===== config.mk =====
export PLATFORM = sky130hd
export DESIGN_NAME = midpoint_circle_generator
export DESIGN_NICKNAME = d
export VERILOG_FILES = /design/src/mcg_pkg.sv /design/src/mcg_front.sv /design/src/mcg_queue.sv /design/src/mcg_back.sv /design/src/midpoint_circle_generator.sv
export VERILOG_INCLUDE_DIRS = /design/src /design/src/src
export SDC_FILE = /design/constraint.sdc
export NUM_CORES = 1
export LEC_CHECK = 0
export CORE_MARGIN = 10
export CORE_UTILIZATION = 60
export DETAILED_ROUTE_END_ITERATION = 6
export DONT_BUFFER_PORTS = 1
export PLACE_DENSITY = 0.78
export SYNTH_ARGS = -nofsm -noshare
export SYNTH_HDL_FRONTEND = slang
export SYNTH_SLANG_ARGS = --single-unit

===== constraint.sdc =====
create_clock -name i_clk -period 12.2 [get_ports i_clk]
set_clock_uncertainty 0.1 [all_clocks]
set_input_delay 2.44 -clock i_clk [delete_from_list [all_inputs] [get_ports i_clk]]
set_output_delay 2.44 -clock i_clk [all_outputs]
set_load 0.01 [all_outputs]

===== src/midpoint_circle_generator_defines.svh =====
// assertion helpers shared by the circle generator modules
`ifndef MIDPOINT_CIRCLE_GENERATOR_DEFINES_SVH
`define MIDPOINT_CIRCLE_GENERATOR_DEFINES_SVH

// same-cycle implication, checked out of reset
`define MCG_ASSERT_NOW(label, ante, cons, msg) \
    label: assert property (@(posedge i_clk) disable iff (!i_rst_n) (ante) |-> (cons)) \
        else $error(msg);

// next-cycle implication, checked out of reset
`define MCG_ASSERT_NEXT(label, ante, cons, msg) \
    label: assert property (@(posedge i_clk) disable iff (!i_rst_n) (ante) |=> (cons)) \
        else $error(msg);

`endif


===== src/mcg_pkg.sv =====
package mcg_pkg;

    // opcode values carried on the input tuser
    localparam logic OP_START   = 1'b0;
    localparam logic OP_ADVANCE = 1'b1;

    // decision parameter constants
    localparam int DEC_INIT     = 3;
    localparam int DEC_STEP_E   = 6;
    localparam int DEC_STEP_SE  = 10;

    // extra decision bits beyond the coordinate width
    localparam int DEC_EXTRA    = 5;

    // last pixel index of a point set
    localparam logic [2:0] IDX_LAST_FULL = 3'd7;
    localparam logic [2:0] IDX_LAST_HALF = 3'd3;

    // per-set control carried through the queue
    typedef struct packed {
        logic half;
        logic last;
    } t_job_ctl;

endpackage


===== src/mcg_front.sv =====
`include "midpoint_circle_generator_defines.svh"

module mcg_front
    import mcg_pkg::*;
#(
    parameter int COORD_BITS = 11
) (
    input  logic                         i_clk,
    input  logic                         i_rst_n,
    input  logic                         i_accept,
    input  logic                         i_opcode,
    input  logic signed [COORD_BITS-1:0] i_center_x,
    input  logic signed [COORD_BITS-1:0] i_center_y,
    input  logic        [COORD_BITS-2:0] i_radius,
    input  logic                         i_half_mode,
    output logic                         o_push,
    output logic signed [COORD_BITS-1:0] o_cx,
    output logic signed [COORD_BITS-1:0] o_cy,
    output logic signed [COORD_BITS-1:0] o_x,
    output logic signed [COORD_BITS-1:0] o_y,
    output t_job_ctl                     o_ctl
);

    localparam int DW = COORD_BITS + DEC_EXTRA;

    logic                         r_active;
    logic signed [COORD_BITS-1:0] r_x, r_y, r_cx, r_cy;
    logic signed [DW-1:0]         r_d;
    logic                         r_half;

    logic                         w_start;
    logic signed [COORD_BITS-1:0] w_cur_x, w_cur_y, w_cx, w_cy;
    logic signed [DW-1:0]         w_cur_d, w_r_ext;
    logic                         w_half;
    logic signed [COORD_BITS-1:0] n_x, n_y;
    logic signed [DW-1:0]         n_d;
    logic                         n_active;

    assign w_start = (i_opcode == OP_START);
    assign w_r_ext = DW'(signed'({1'b0, i_radius}));

    always_comb begin
        w_cur_x = w_start ? '0 : r_x;
        w_cur_y = w_start ? COORD_BITS'(signed'({1'b0, i_radius})) : r_y;
        w_cur_d = w_start ? (DW'(DEC_INIT) - (w_r_ext <<< 1)) : r_d;
        w_cx    = w_start ? i_center_x : r_cx;
        w_cy    = w_start ? i_center_y : r_cy;
        w_half  = w_start ? i_half_mode : r_half;
        n_x     = w_cur_x + COORD_BITS'(1);
        if (w_cur_d[DW-1]) begin
            n_y = w_cur_y;
            n_d = w_cur_d + (DW'(n_x) <<< 2) + DW'(DEC_STEP_E);
        end else begin
            n_y = w_cur_y - COORD_BITS'(1);
            n_d = w_cur_d + ((DW'(n_x) - DW'(n_y)) <<< 2) + DW'(DEC_STEP_SE);
        end
        n_active = (n_x <= n_y);
    end

    // an advance with no circle running produces no set
    assign o_push    = i_accept && (w_start || r_active);
    assign o_cx      = w_cx;
    assign o_cy      = w_cy;
    assign o_x       = w_cur_x;
    assign o_y       = w_cur_y;
    assign o_ctl     = '{half: w_half, last: !n_active};

    always_ff @(posedge i_clk) begin
        if (!i_rst_n) begin
            r_active <= 1'b0;
            r_x      <= '0;
            r_y      <= '0;
            r_d      <= '0;
            r_cx     <= '0;
            r_cy     <= '0;
            r_half   <= 1'b0;
        end else if (o_push) begin
            r_active <= n_active;
            r_x      <= n_x;
            r_y      <= n_y;
            r_d      <= n_d;
            r_cx     <= w_cx;
            r_cy     <= w_cy;
            r_half   <= w_half;
        end
    end

    `MCG_ASSERT_NOW(a_active_in_octant, r_active, r_x <= r_y, "active circle left its octant")
    `MCG_ASSERT_NEXT(a_last_ends_run, o_push && o_ctl.last, !r_active,
        "circle still active after its last set")

endmodule


===== src/mcg_queue.sv =====
`include "midpoint_circle_generator_defines.svh"

module mcg_queue
    import mcg_pkg::*;
#(
    parameter int COORD_BITS = 11
) (
    input  logic                         i_clk,
    input  logic                         i_rst_n,
    input  logic                         i_push,
    input  logic signed [COORD_BITS-1:0] i_cx,
    input  logic signed [COORD_BITS-1:0] i_cy,
    input  logic signed [COORD_BITS-1:0] i_x,
    input  logic signed [COORD_BITS-1:0] i_y,
    input  t_job_ctl                     i_ctl,
    input  logic                         i_pop,
    output logic                         o_full,
    output logic                         o_valid,
    output logic signed [COORD_BITS-1:0] o_cx,
    output logic signed [COORD_BITS-1:0] o_cy,
    output logic signed [COORD_BITS-1:0] o_x,
    output logic signed [COORD_BITS-1:0] o_y,
    output t_job_ctl                     o_ctl
);

    // two-entry queue of point sets
    logic signed [COORD_BITS-1:0] r_cx [2];
    logic signed [COORD_BITS-1:0] r_cy [2];
    logic signed [COORD_BITS-1:0] r_x  [2];
    logic signed [COORD_BITS-1:0] r_y  [2];
    t_job_ctl                     r_ctl[2];
    logic                         r_wr_ptr, r_rd_ptr;
    logic [1:0]                   r_count;
    logic                         w_do_pop;

    assign o_full   = (r_count == 2'd2);
    assign o_valid  = (r_count != 2'd0);
    assign w_do_pop = i_pop && o_valid;

    assign o_cx  = r_cx[r_rd_ptr];
    assign o_cy  = r_cy[r_rd_ptr];
    assign o_x   = r_x[r_rd_ptr];
    assign o_y   = r_y[r_rd_ptr];
    assign o_ctl = r_ctl[r_rd_ptr];

    always_ff @(posedge i_clk) begin
        if (i_push) begin
            r_cx[r_wr_ptr]  <= i_cx;
            r_cy[r_wr_ptr]  <= i_cy;
            r_x[r_wr_ptr]   <= i_x;
            r_y[r_wr_ptr]   <= i_y;
            r_ctl[r_wr_ptr] <= i_ctl;
        end
    end

    always_ff @(posedge i_clk) begin
        if (!i_rst_n) begin
            r_wr_ptr <= 1'b0;
            r_rd_ptr <= 1'b0;
            r_count  <= 2'd0;
        end else begin
            if (i_push)   r_wr_ptr <= !r_wr_ptr;
            if (w_do_pop) r_rd_ptr <= !r_rd_ptr;
            r_count <= r_count + 2'(i_push) - 2'(w_do_pop);
        end
    end

    `MCG_ASSERT_NOW(a_no_overflow, i_push, !o_full, "push into full queue")
    `MCG_ASSERT_NOW(a_count_range, 1'b1, r_count <= 2'd2, "queue count out of range")

endmodule


===== src/mcg_back.sv =====
`include "midpoint_circle_generator_defines.svh"

module mcg_back
    import mcg_pkg::*;
#(
    parameter int COORD_BITS = 11
) (
    input  logic                         i_clk,
    input  logic                         i_rst_n,
    input  logic                         i_valid,
    input  logic signed [COORD_BITS-1:0] i_cx,
    input  logic signed [COORD_BITS-1:0] i_cy,
    input  logic signed [COORD_BITS-1:0] i_x,
    input  logic signed [COORD_BITS-1:0] i_y,
    input  t_job_ctl                     i_ctl,
    output logic                         o_pop,
    input  logic                         i_tready,
    output logic                         o_tvalid,
    output logic signed [COORD_BITS:0]   o_pixel_x,
    output logic signed [COORD_BITS:0]   o_pixel_y,
    output logic                         o_set_end,
    output logic                         o_circle_end
);

    localparam int PW = COORD_BITS + 1;

    logic [2:0]           r_idx;
    logic                 r_tvalid;
    logic signed [PW-1:0] r_px, r_py;
    logic                 r_set_end, r_circle_end;

    logic                 w_load, w_last_idx;
    logic [2:0]           w_full_idx;
    logic signed [PW-1:0] w_cx, w_cy, w_h, w_v, n_px, n_py;

    // half mode walks the odd entries of the full order
    assign w_full_idx = i_ctl.half ? {r_idx[1:0], 1'b1} : r_idx;
    assign w_last_idx = (r_idx == (i_ctl.half ? IDX_LAST_HALF : IDX_LAST_FULL));
    assign w_load     = i_valid && (!r_tvalid || i_tready);
    assign o_pop      = w_load && w_last_idx;

    always_comb begin
        w_cx = PW'(i_cx);
        w_cy = PW'(i_cy);
        // upper half of the set swaps the roles of x and y
        w_h  = w_full_idx[2] ? PW'(i_y) : PW'(i_x);
        w_v  = w_full_idx[2] ? PW'(i_x) : PW'(i_y);
        n_px = w_full_idx[1] ? (w_cx - w_h) : (w_cx + w_h);
        n_py = w_full_idx[0] ? (w_cy - w_v) : (w_cy + w_v);
    end

    always_ff @(posedge i_clk) begin
        if (!i_rst_n) begin
            r_idx    <= '0;
            r_tvalid <= 1'b0;
        end else begin
            if (w_load) begin
                r_idx <= w_last_idx ? 3'd0 : r_idx + 3'd1;
            end
            if (w_load) begin
                r_tvalid <= 1'b1;
            end else if (i_tready) begin
                r_tvalid <= 1'b0;
            end
        end
    end

    always_ff @(posedge i_clk) begin
        if (w_load) begin
            r_px         <= n_px;
            r_py         <= n_py;
            r_set_end    <= w_last_idx;
            r_circle_end <= w_last_idx && i_ctl.last;
        end
    end

    assign o_tvalid     = r_tvalid;
    assign o_pixel_x    = r_px;
    assign o_pixel_y    = r_py;
    assign o_set_end    = r_set_end;
    assign o_circle_end = r_circle_end;

    `MCG_ASSERT_NOW(a_circle_end_on_set_end, r_tvalid && r_circle_end, r_set_end,
        "circle end without set end")
    `MCG_ASSERT_NOW(a_half_idx_range, i_valid && i_ctl.half, !r_idx[2],
        "half-mode pixel index out of range")

endmodule


===== src/midpoint_circle_generator.sv =====
// midpoint circle generator: rasterizes circles with the integer decision-parameter
// method, one pixel per transaction on the output stream.
// input stream: tuser is the opcode (start or advance); tdata carries, from bit 0,
// center_x, center_y, radius, half_mode. a start loads a circle and emits its first
// point set; each advance emits the set for the current step. an advance with no
// circle running is accepted and produces nothing.
// output stream: tdata carries pixel_x then pixel_y; tlast marks the last pixel of
// a set; tuser marks the last pixel of the whole circle.
// throughput: a set is 8 pixels in full mode, 4 in lower-half mode, one pixel per
// cycle while the receiver is ready. the input side takes one item per cycle while
// the two-entry set queue has room.
// item path: with the pixel unit idle, an accepted set enters the queue on the
// accepting edge; the pixel unit then loads its first pixel from the queue into
// the output register, where it becomes valid.
// the front updates x, y and the decision term in the same cycle it pushes a set.
// reset (synchronous, active low) drops any running circle, empties the queue and
// clears the output valid flag. a stalled receiver holds the current pixel; the set
// queue then fills and s_axis_tready falls until pixels drain.
module midpoint_circle_generator
    import mcg_pkg::*;
#(
    parameter int COORD_BITS = 11
) (
    input  logic                   i_clk,
    input  logic                   i_rst_n,
    input  logic                   s_axis_tvalid,
    output logic                   s_axis_tready,
    // center_x, center_y, radius, half_mode, zero fill
    input  logic [((3*COORD_BITS+7)/8)*8-1:0] s_axis_tdata,
    // opcode
    input  logic                   s_axis_tuser,
    output logic                   m_axis_tvalid,
    input  logic                   m_axis_tready,
    // pixel_x, pixel_y, zero fill
    output logic [((2*(COORD_BITS+1)+7)/8)*8-1:0] m_axis_tdata,
    // set_end
    output logic                   m_axis_tlast,
    // circle_end
    output logic                   m_axis_tuser
);

    localparam int C           = COORD_BITS;
    localparam int OUT_TDATA_W = ((2*(C+1)+7)/8)*8;
    localparam int CY_LO       = C;
    localparam int R_LO        = 2*C;
    localparam int HALF_BIT    = 3*C - 1;

    logic                  w_accept, w_push, w_full, w_q_valid, w_pop;
    logic signed [C-1:0]   w_in_cx, w_in_cy;
    logic        [C-2:0]   w_in_r;
    logic signed [C-1:0]   w_f_cx, w_f_cy, w_f_x, w_f_y;
    logic signed [C-1:0]   w_q_cx, w_q_cy, w_q_x, w_q_y;
    t_job_ctl              w_f_ctl, w_q_ctl;
    logic signed [C:0]     w_px, w_py;

    // input field unpacking
    assign w_in_cx = s_axis_tdata[C-1:0];
    assign w_in_cy = s_axis_tdata[CY_LO+C-1:CY_LO];
    assign w_in_r  = s_axis_tdata[R_LO+C-2:R_LO];

    // the front accepts whenever the set queue has room
    assign s_axis_tready = !w_full;
    assign w_accept      = s_axis_tvalid && s_axis_tready;

    mcg_front #(.COORD_BITS(C)) u_front (
        .i_clk       (i_clk),
        .i_rst_n     (i_rst_n),
        .i_accept    (w_accept),
        .i_opcode    (s_axis_tuser),
        .i_center_x  (w_in_cx),
        .i_center_y  (w_in_cy),
        .i_radius    (w_in_r),
        .i_half_mode (s_axis_tdata[HALF_BIT]),
        .o_push      (w_push),
        .o_cx        (w_f_cx),
        .o_cy        (w_f_cy),
        .o_x         (w_f_x),
        .o_y         (w_f_y),
        .o_ctl       (w_f_ctl)
    );

    mcg_queue #(.COORD_BITS(C)) u_queue (
        .i_clk   (i_clk),
        .i_rst_n (i_rst_n),
        .i_push  (w_push),
        .i_cx    (w_f_cx),
        .i_cy    (w_f_cy),
        .i_x     (w_f_x),
        .i_y     (w_f_y),
        .i_ctl   (w_f_ctl),
        .i_pop   (w_pop),
        .o_full  (w_full),
        .o_valid (w_q_valid),
        .o_cx    (w_q_cx),
        .o_cy    (w_q_cy),
        .o_x     (w_q_x),
        .o_y     (w_q_y),
        .o_ctl   (w_q_ctl)
    );

    mcg_back #(.COORD_BITS(C)) u_back (
        .i_clk        (i_clk),
        .i_rst_n      (i_rst_n),
        .i_valid      (w_q_valid),
        .i_cx         (w_q_cx),
        .i_cy         (w_q_cy),
        .i_x          (w_q_x),
        .i_y          (w_q_y),
        .i_ctl        (w_q_ctl),
        .o_pop        (w_pop),
        .i_tready     (m_axis_tready),
        .o_tvalid     (m_axis_tvalid),
        .o_pixel_x    (w_px),
        .o_pixel_y    (w_py),
        .o_set_end    (m_axis_tlast),
        .o_circle_end (m_axis_tuser)
    );

    // output packing, zero filled to whole bytes
    assign m_axis_tdata = OUT_TDATA_W'({w_py, w_px});

endmodule

Word-level counts from Yosys, hierarchy flattened:

Memories as Yosys holds them, arrays and structs flattened. A register that Yosys moved wholly into a read port is not among the register bits.
Cells that the tools add are included.

* add/sub/neg operators: 15
* magnitude comparators: 1
* equal/unequal tests: 2
* muxes and demuxes: 29
* bitwise gates (word level): 1
* reductions and logical operators: 15

Operators by type and width (number)
* $mux 11: 5
* $mux 12: 4
* $mux 16: 2
* $add 11x12->12: 2
* $sub 11x12->12: 2
* $add 16x13->16: 1
* $add 16x16->16: 1
* $add 16x4->16 const B: 1
* $add 16x5->16 const B: 1
* $mux 1: 15
* $sub 11x11->12: 1
* $sub 2x11->12 const A: 1
* $add 11x2->11 const B: 1
* $le 11x11->1: 1
* $sub 11x2->11 const B: 1
* $mux 3: 3
* $logic_and 1x1->1: 6
* $logic_not 1->1: 5
* $reduce_bool 2->1: 2
* $add 3x1->3 const B: 1
* $eq 3x3->1: 1
* $add 2x1->2: 1
* $eq 2x2->1 const B: 1
* $logic_or 1x1->1: 2
* other kinds (2): 2

* register bits: 96
* bits in writable memories: 92
* input bits: 45
* output and inout port bits: 28
* word-level logic and storage cells: 84
* memories: 5

Memories
* u_queue.r_cx: words 2, bits a word 11, read ports 1, clocked after Yosys merged registers in 1, write ports 1, RTL line mcg_queue.sv:27 `logic signed [COORD_BITS-1:0] r_cx [2];`
* u_queue.r_cy: words 2, bits a word 11, read ports 1, clocked after Yosys merged registers in 1, write ports 1, RTL line mcg_queue.sv:28 `logic signed [COORD_BITS-1:0] r_cy [2];`
* u_queue.r_x: words 2, bits a word 11, read ports 1, clocked after Yosys merged registers in 1, write ports 1, RTL line mcg_queue.sv:29 `logic signed [COORD_BITS-1:0] r_x [2];`
* u_queue.r_y: words 2, bits a word 11, read ports 1, clocked after Yosys merged registers in 1, write ports 1, RTL line mcg_queue.sv:30 `logic signed [COORD_BITS-1:0] r_y [2];`
* u_queue.r_ctl: words 2, bits a word 2, read ports 1, clocked after Yosys merged registers in 1, write ports 1, RTL line mcg_queue.sv:31 `t_job_ctl r_ctl[2];`

Depth between registers and ports, before layout:

* depth in word-level cells: 7
* depth in mapped cells: 28

Hierarchy:

A second synthesis with hierarchy kept.

* cells, all modules: 1200
* area, all modules: 12276.8 µm²

Modules (own cells, without submodules)
* mcg_front: times used 1, cells an instance 717, area an instance 5597.9 µm²
* mcg_queue: times used 1, cells an instance 166, area an instance 3766.1 µm²
* mcg_back: times used 1, cells an instance 315, area an instance 2902.8 µm²
* midpoint_circle_generator: times used 1, cells an instance 2, area an instance 10.0 µm²

Worst setup path after synthesis:

No wires, ideal clock.

* kind: input-to-reg
* from: input port s_axis_tuser
* to: register u_front.r_d[14]
* arrival time: 7.730 ns
* data required time: 12.030 ns
* slack: 4.300 ns
* stages: 25
* buffers on the path: 4
* cells stage by stage: clkbuf_1 > buf_2 > buf_1 > clkbuf_1 > and2_1 > ha_1 > xnor2_1 > ha_1 > o21a_1 > o31a_1 > o21ai_0 > a21oi_1 > o41ai_2 > nor2_1 > nor3_1 > xnor2_1 > ha_1 > ha_1 > nand3_1 > a211oi_1 > o31a_1 > o21a_1 > o21ai_0 > or3b_1 > a21oi_1

* cells in the longest elaborated chain, start to end: 6
* elaborated cells on any way between the ends: 14

Ends and longest elaborated chain
* start: declaration: RTL line midpoint_circle_generator.sv:31 `input logic s_axis_tuser,`
* $mux 11 *: RTL line mcg_front.sv:43 `w_cur_x = w_start ? '0 : r_x;`
* named net u_front.o_x[0]: RTL line mcg_front.sv:19 `output logic signed [COORD_BITS-1:0] o_x,`
* $add 11x2->11 *: RTL line mcg_front.sv:49 `n_x = w_cur_x + COORD_BITS'(1);`
* named net u_front.n_x[2]: RTL line mcg_front.sv:35 `logic signed [COORD_BITS-1:0] n_x, n_y;`
* $sub 11x11->12: RTL line mcg_front.sv:55 `n_d = w_cur_d + ((DW'(n_x) - DW'(n_y)) <<< 2) + DW'(DEC_STEP_SE);`
* $add 16x16->16: RTL line mcg_front.sv:55
* $add 16x5->16: RTL line mcg_front.sv:55
* $mux 16 *: RTL line mcg_front.sv:50 `if (w_cur_d[DW-1]) begin`
* end signal: assignment: RTL line mcg_front.sv:81 `r_d <= n_d;`
* end: declaration: RTL line mcg_front.sv:28 `logic signed [DW-1:0] r_d;`

The timed path passes the listed nets; every way through them passes the cells marked *.
A chain may end at the register's enable or synchronous reset.

Worst setup path after layout:

* from: input port s_axis_tuser
* to: register u_front.r_d[15]

* cells in the longest elaborated chain, start to end: 6
* elaborated cells on any way between the ends: 14

Ends and longest elaborated chain (RTL line)
* $mux 11 *: mcg_front.sv:43
* $add 11x2->11 *: mcg_front.sv:49
* named net u_front.n_x[2]: mcg_front.sv:35
* $sub 11x11->12: mcg_front.sv:55
* $add 16x16->16: mcg_front.sv:55
* $add 16x5->16: mcg_front.sv:55
* $mux 16 *: mcg_front.sv:50

Marked as above.

==> summary.txt <==
Run status: completed
Router iterations before antenna repair: 5
Initial DRC count: 461
Synthesis-stage register bit count: 188
Worst setup slack before clock tree synthesis: 4538 ps
Residual overflow from global routing: 0
Count of cell types in the netlist: 64
Worst setup slack for register-to-register paths: 6500 ps
Minimum hold slack: 360.2 ps
Least-Margin Pin Slew: 1130 ps
Max clock buf depth: 2
Post-detailed-route via-to-cell ratio: 5.869
Count of cells resized by post-cts repair: 0
Critical Path Start Type: input pin
Floorplan die width: 161.3 um
Critical path peak fanout: 84
Instance count along the most critical hold path: 2
Placement-stage cell area: 12200 sq um
Final instance area: 12760 sq um
Drt total wl: 25120 um
Final min period: 7258 ps
Number of failing hold endpoints at the final stage: 0
Detailed-route DRC error count: 0
Gate count after technology mapping: 1164
Unrepaired setup endpoints after global routing: false
FMAX: 137.8 MHz
Max-cap violation count: 0
Data required time at the worst endpoint: 12430 ps
Overall power after layout: 1.951 mW
Clock root buffer: clkbuf_16
Top_reg_cell synth: edfxtp_1
Data arrival time at the worst-slack endpoint: 7490 ps
Class of the most critical hold timing path: flip-flop to flip-flop
Share of synthesized area occupied by flip-flops and latches: 0.4129
Mean instance size in the synthesized netlist: 10.29 sq um
I/O pins: 73
Beginning of the worst hold path: u_front.r_cx[3]
Clock latency at the later pin of the worst-skew pair: 440 ps
Final Slew Violations: 0
Crit path capture type: flip-flop
Portion of the clock cycle consumed by the worst path in the final layout: 0.5949
Clock Pin Slew Worst Setup and Hold Paths: 70 ps
Wire length of the first global-routing pass: 41810 um
Layout-stage area growth over the synthesis result: 6.530%
Share of async-settable or async-resettable flops after synthesis: 0
Tot GR Track Use: 0.1954
Number of buffers created by CTS: 17
PD cells: 152.9 nW/um^2
Core Footprint: 19530 sq um
Post-DP HPWL: 17770 um
Largest net degree at the start of global routing: 85
Final total negative setup slack: 0 ps
Routed wire per std cell: 17.64 um
Number of cells traversed by the worst register-to-register path: 17
Layout cells sized above 1: 0.1061
Worst setup margin: 4942 ps
CTS Hold Buffers Added: 0
Number of enable-type register cells in the synthesized netlist: 118
Worst-case hold path end point: u_front.r_cx[3]
Final standard cell count with taps included and fillers excluded: 1424
R2r endpoint: u_back.o_pixel_x[11]
Post-layout util: 0.6533
Leading cell type in the layout, fill and taps excluded: edfxtp_1
Via count of the first global-routing pass: 8308
ANT cells: 0
Initial core utilization: 0.6133
Netlist area before placement: 11980 sq um
Top-area cell type share of the netlist area: 0.2959
Vertical extent of the die: 161.3 um
Global placement routability congestion: 0.8687
Yosys warnings: 0
Post-synthesis cell type with the largest combined area: edfxtp_1
Finish-stage setup viols: 0
H-tree depth: 4
IR drop worst, VDD: 0.09665 mV
Net count after synthesis: 1316
Most frequent cells in the layout: edfxtp_1, nand2_1, ha_1
TritonCTS clock tree: done
Post-CTS setup buffer count: 0
Number of placement rows: 51
Top post-synthesis cells by area: edfxtp_1, dfxtp_1, ha_1
Initial antenna violation count: 0
Placed Cells incl. Taps: 1392
Number of nets in the layout: 1298
Sinks on the clock net: 188
Critical path class: input pin to flip-flop
Routed via count: 8357
Tightest slew margin relative to the limit: 0.2458
Total Die Area: 26010 sq um
Leakage power of the design: 5.134 nW
Final antenna-violating net count: 0
Port bufs: 0
-- cell usage after synthesis (7+ instances only) --
master	instances
nand2b_1	14
nor2b_1	14
a21boi_0	27
nor3_1	28
o211a_1	9
o21a_1	14
nor3b_1	8
o21bai_1	9
clkbuf_1	28
and2_1	20
buf_1	8
mux2i_1	38
nor4_1	7
xor2_1	26
a211oi_1	8
edfxtp_1	118
mux4_2	14
nor2_1	73
dfxtp_1	70
a21o_1	9
o21ai_0	51
a21oi_1	61
xnor2_1	73
mux2_2	46
ha_1	102
nand2_1	115
inv_1	65
nand3_1	19
-- cells by family (layout without fill, tap and decap cells) --
| logic type | after synthesis | count (layout) | synth area share |
|---|---|---|---|
| and+or+nand+nor | 330 | 330 | 0.1330 |
| AOI/OAI and AO/OA | 227 | 227 | 0.1233 |
| DFF | 188 | 188 | 0.4129 |
| buffers and inverters | 110 | 105 | 0.03542 |
| adders and majority gates | 107 | 107 | 0.1149 |
| muxes | 102 | 102 | 0.1067 |
| xor gates and xnor gates | 100 | 100 | 0.07376 |
-- where the power goes --
group | internal (mW) | total (mW) | leakage [nW] | switching (mW)
clock network | 0.269 | 0.532 | 0.268 | 0.263
registers | 0.756 | 0.792 | 1.69 | 0.0363
logic | 0.272 | 0.627 | 3.18 | 0.354
total | 1.30 | 1.95 | 5.13 | 0.653
-- layout make-up --
type | count | area [sq um]
clock buffers | 18 | 429.2
clock inverters | 14 | 130.1
fillers | 1544 | 6769
inverters | 67 | 251.5
multi-input cells | 866 | 6624
flip-flops and latches | 188 | 4946
well taps | 265 | 331.6
repair buffers | 6 | 45.04
-- routing by layer --
metal	track usage	vias to the layer above	part of all wire	wire length, um
met5	0	-	0	0
met4	0.05542	0	0.011	281
met3	0.03915	18	0.056	1409
met2	0.3395	204	0.50	12480
met1	0.2409	3983	0.44	10950
li1	-	4152	-	-
-- critical path: stages --
cell,delay (ps)
and2_1,260
ha_1,300
xnor2_1,430
ha_1,360
nor2b_1,140
o21ai_0,140
nand2b_1,110
a221oi_1,340
o22ai_1,160
a31oi_1,290
xnor2_1,190
ha_1,280
ha_1,370
and3_1,220
a311oi_1,520
o31ai_1,170
a21oi_1,220
xnor2_1,190
o22ai_1,120
a31oi_1,150
nand2b_1,60
-- state kept, by name (all words and copies together), names as in the netlist, 12 cells and up, named ones only --
name	count
u_queue.r_cx	22
u_front.r_d	15
u_back.o_pixel_x	12
u_queue.r_x	22
u_queue.r_y	22
u_back.o_pixel_y	12
u_queue.r_cy	22
-- worst max path at each step --
stage,start,endpoint
floorplan,s_axis_tuser,u_front.r_d[14]
global placement,s_axis_tuser,u_front.r_d[15]
detailed placement,s_axis_tuser,u_front.r_d[15]
CTS,s_axis_tuser,u_front.r_d[15]
global route,s_axis_tuser,u_front.r_d[15]
finish,s_axis_tuser,u_front.r_d[15]
(Power assumes the default switching activity.)
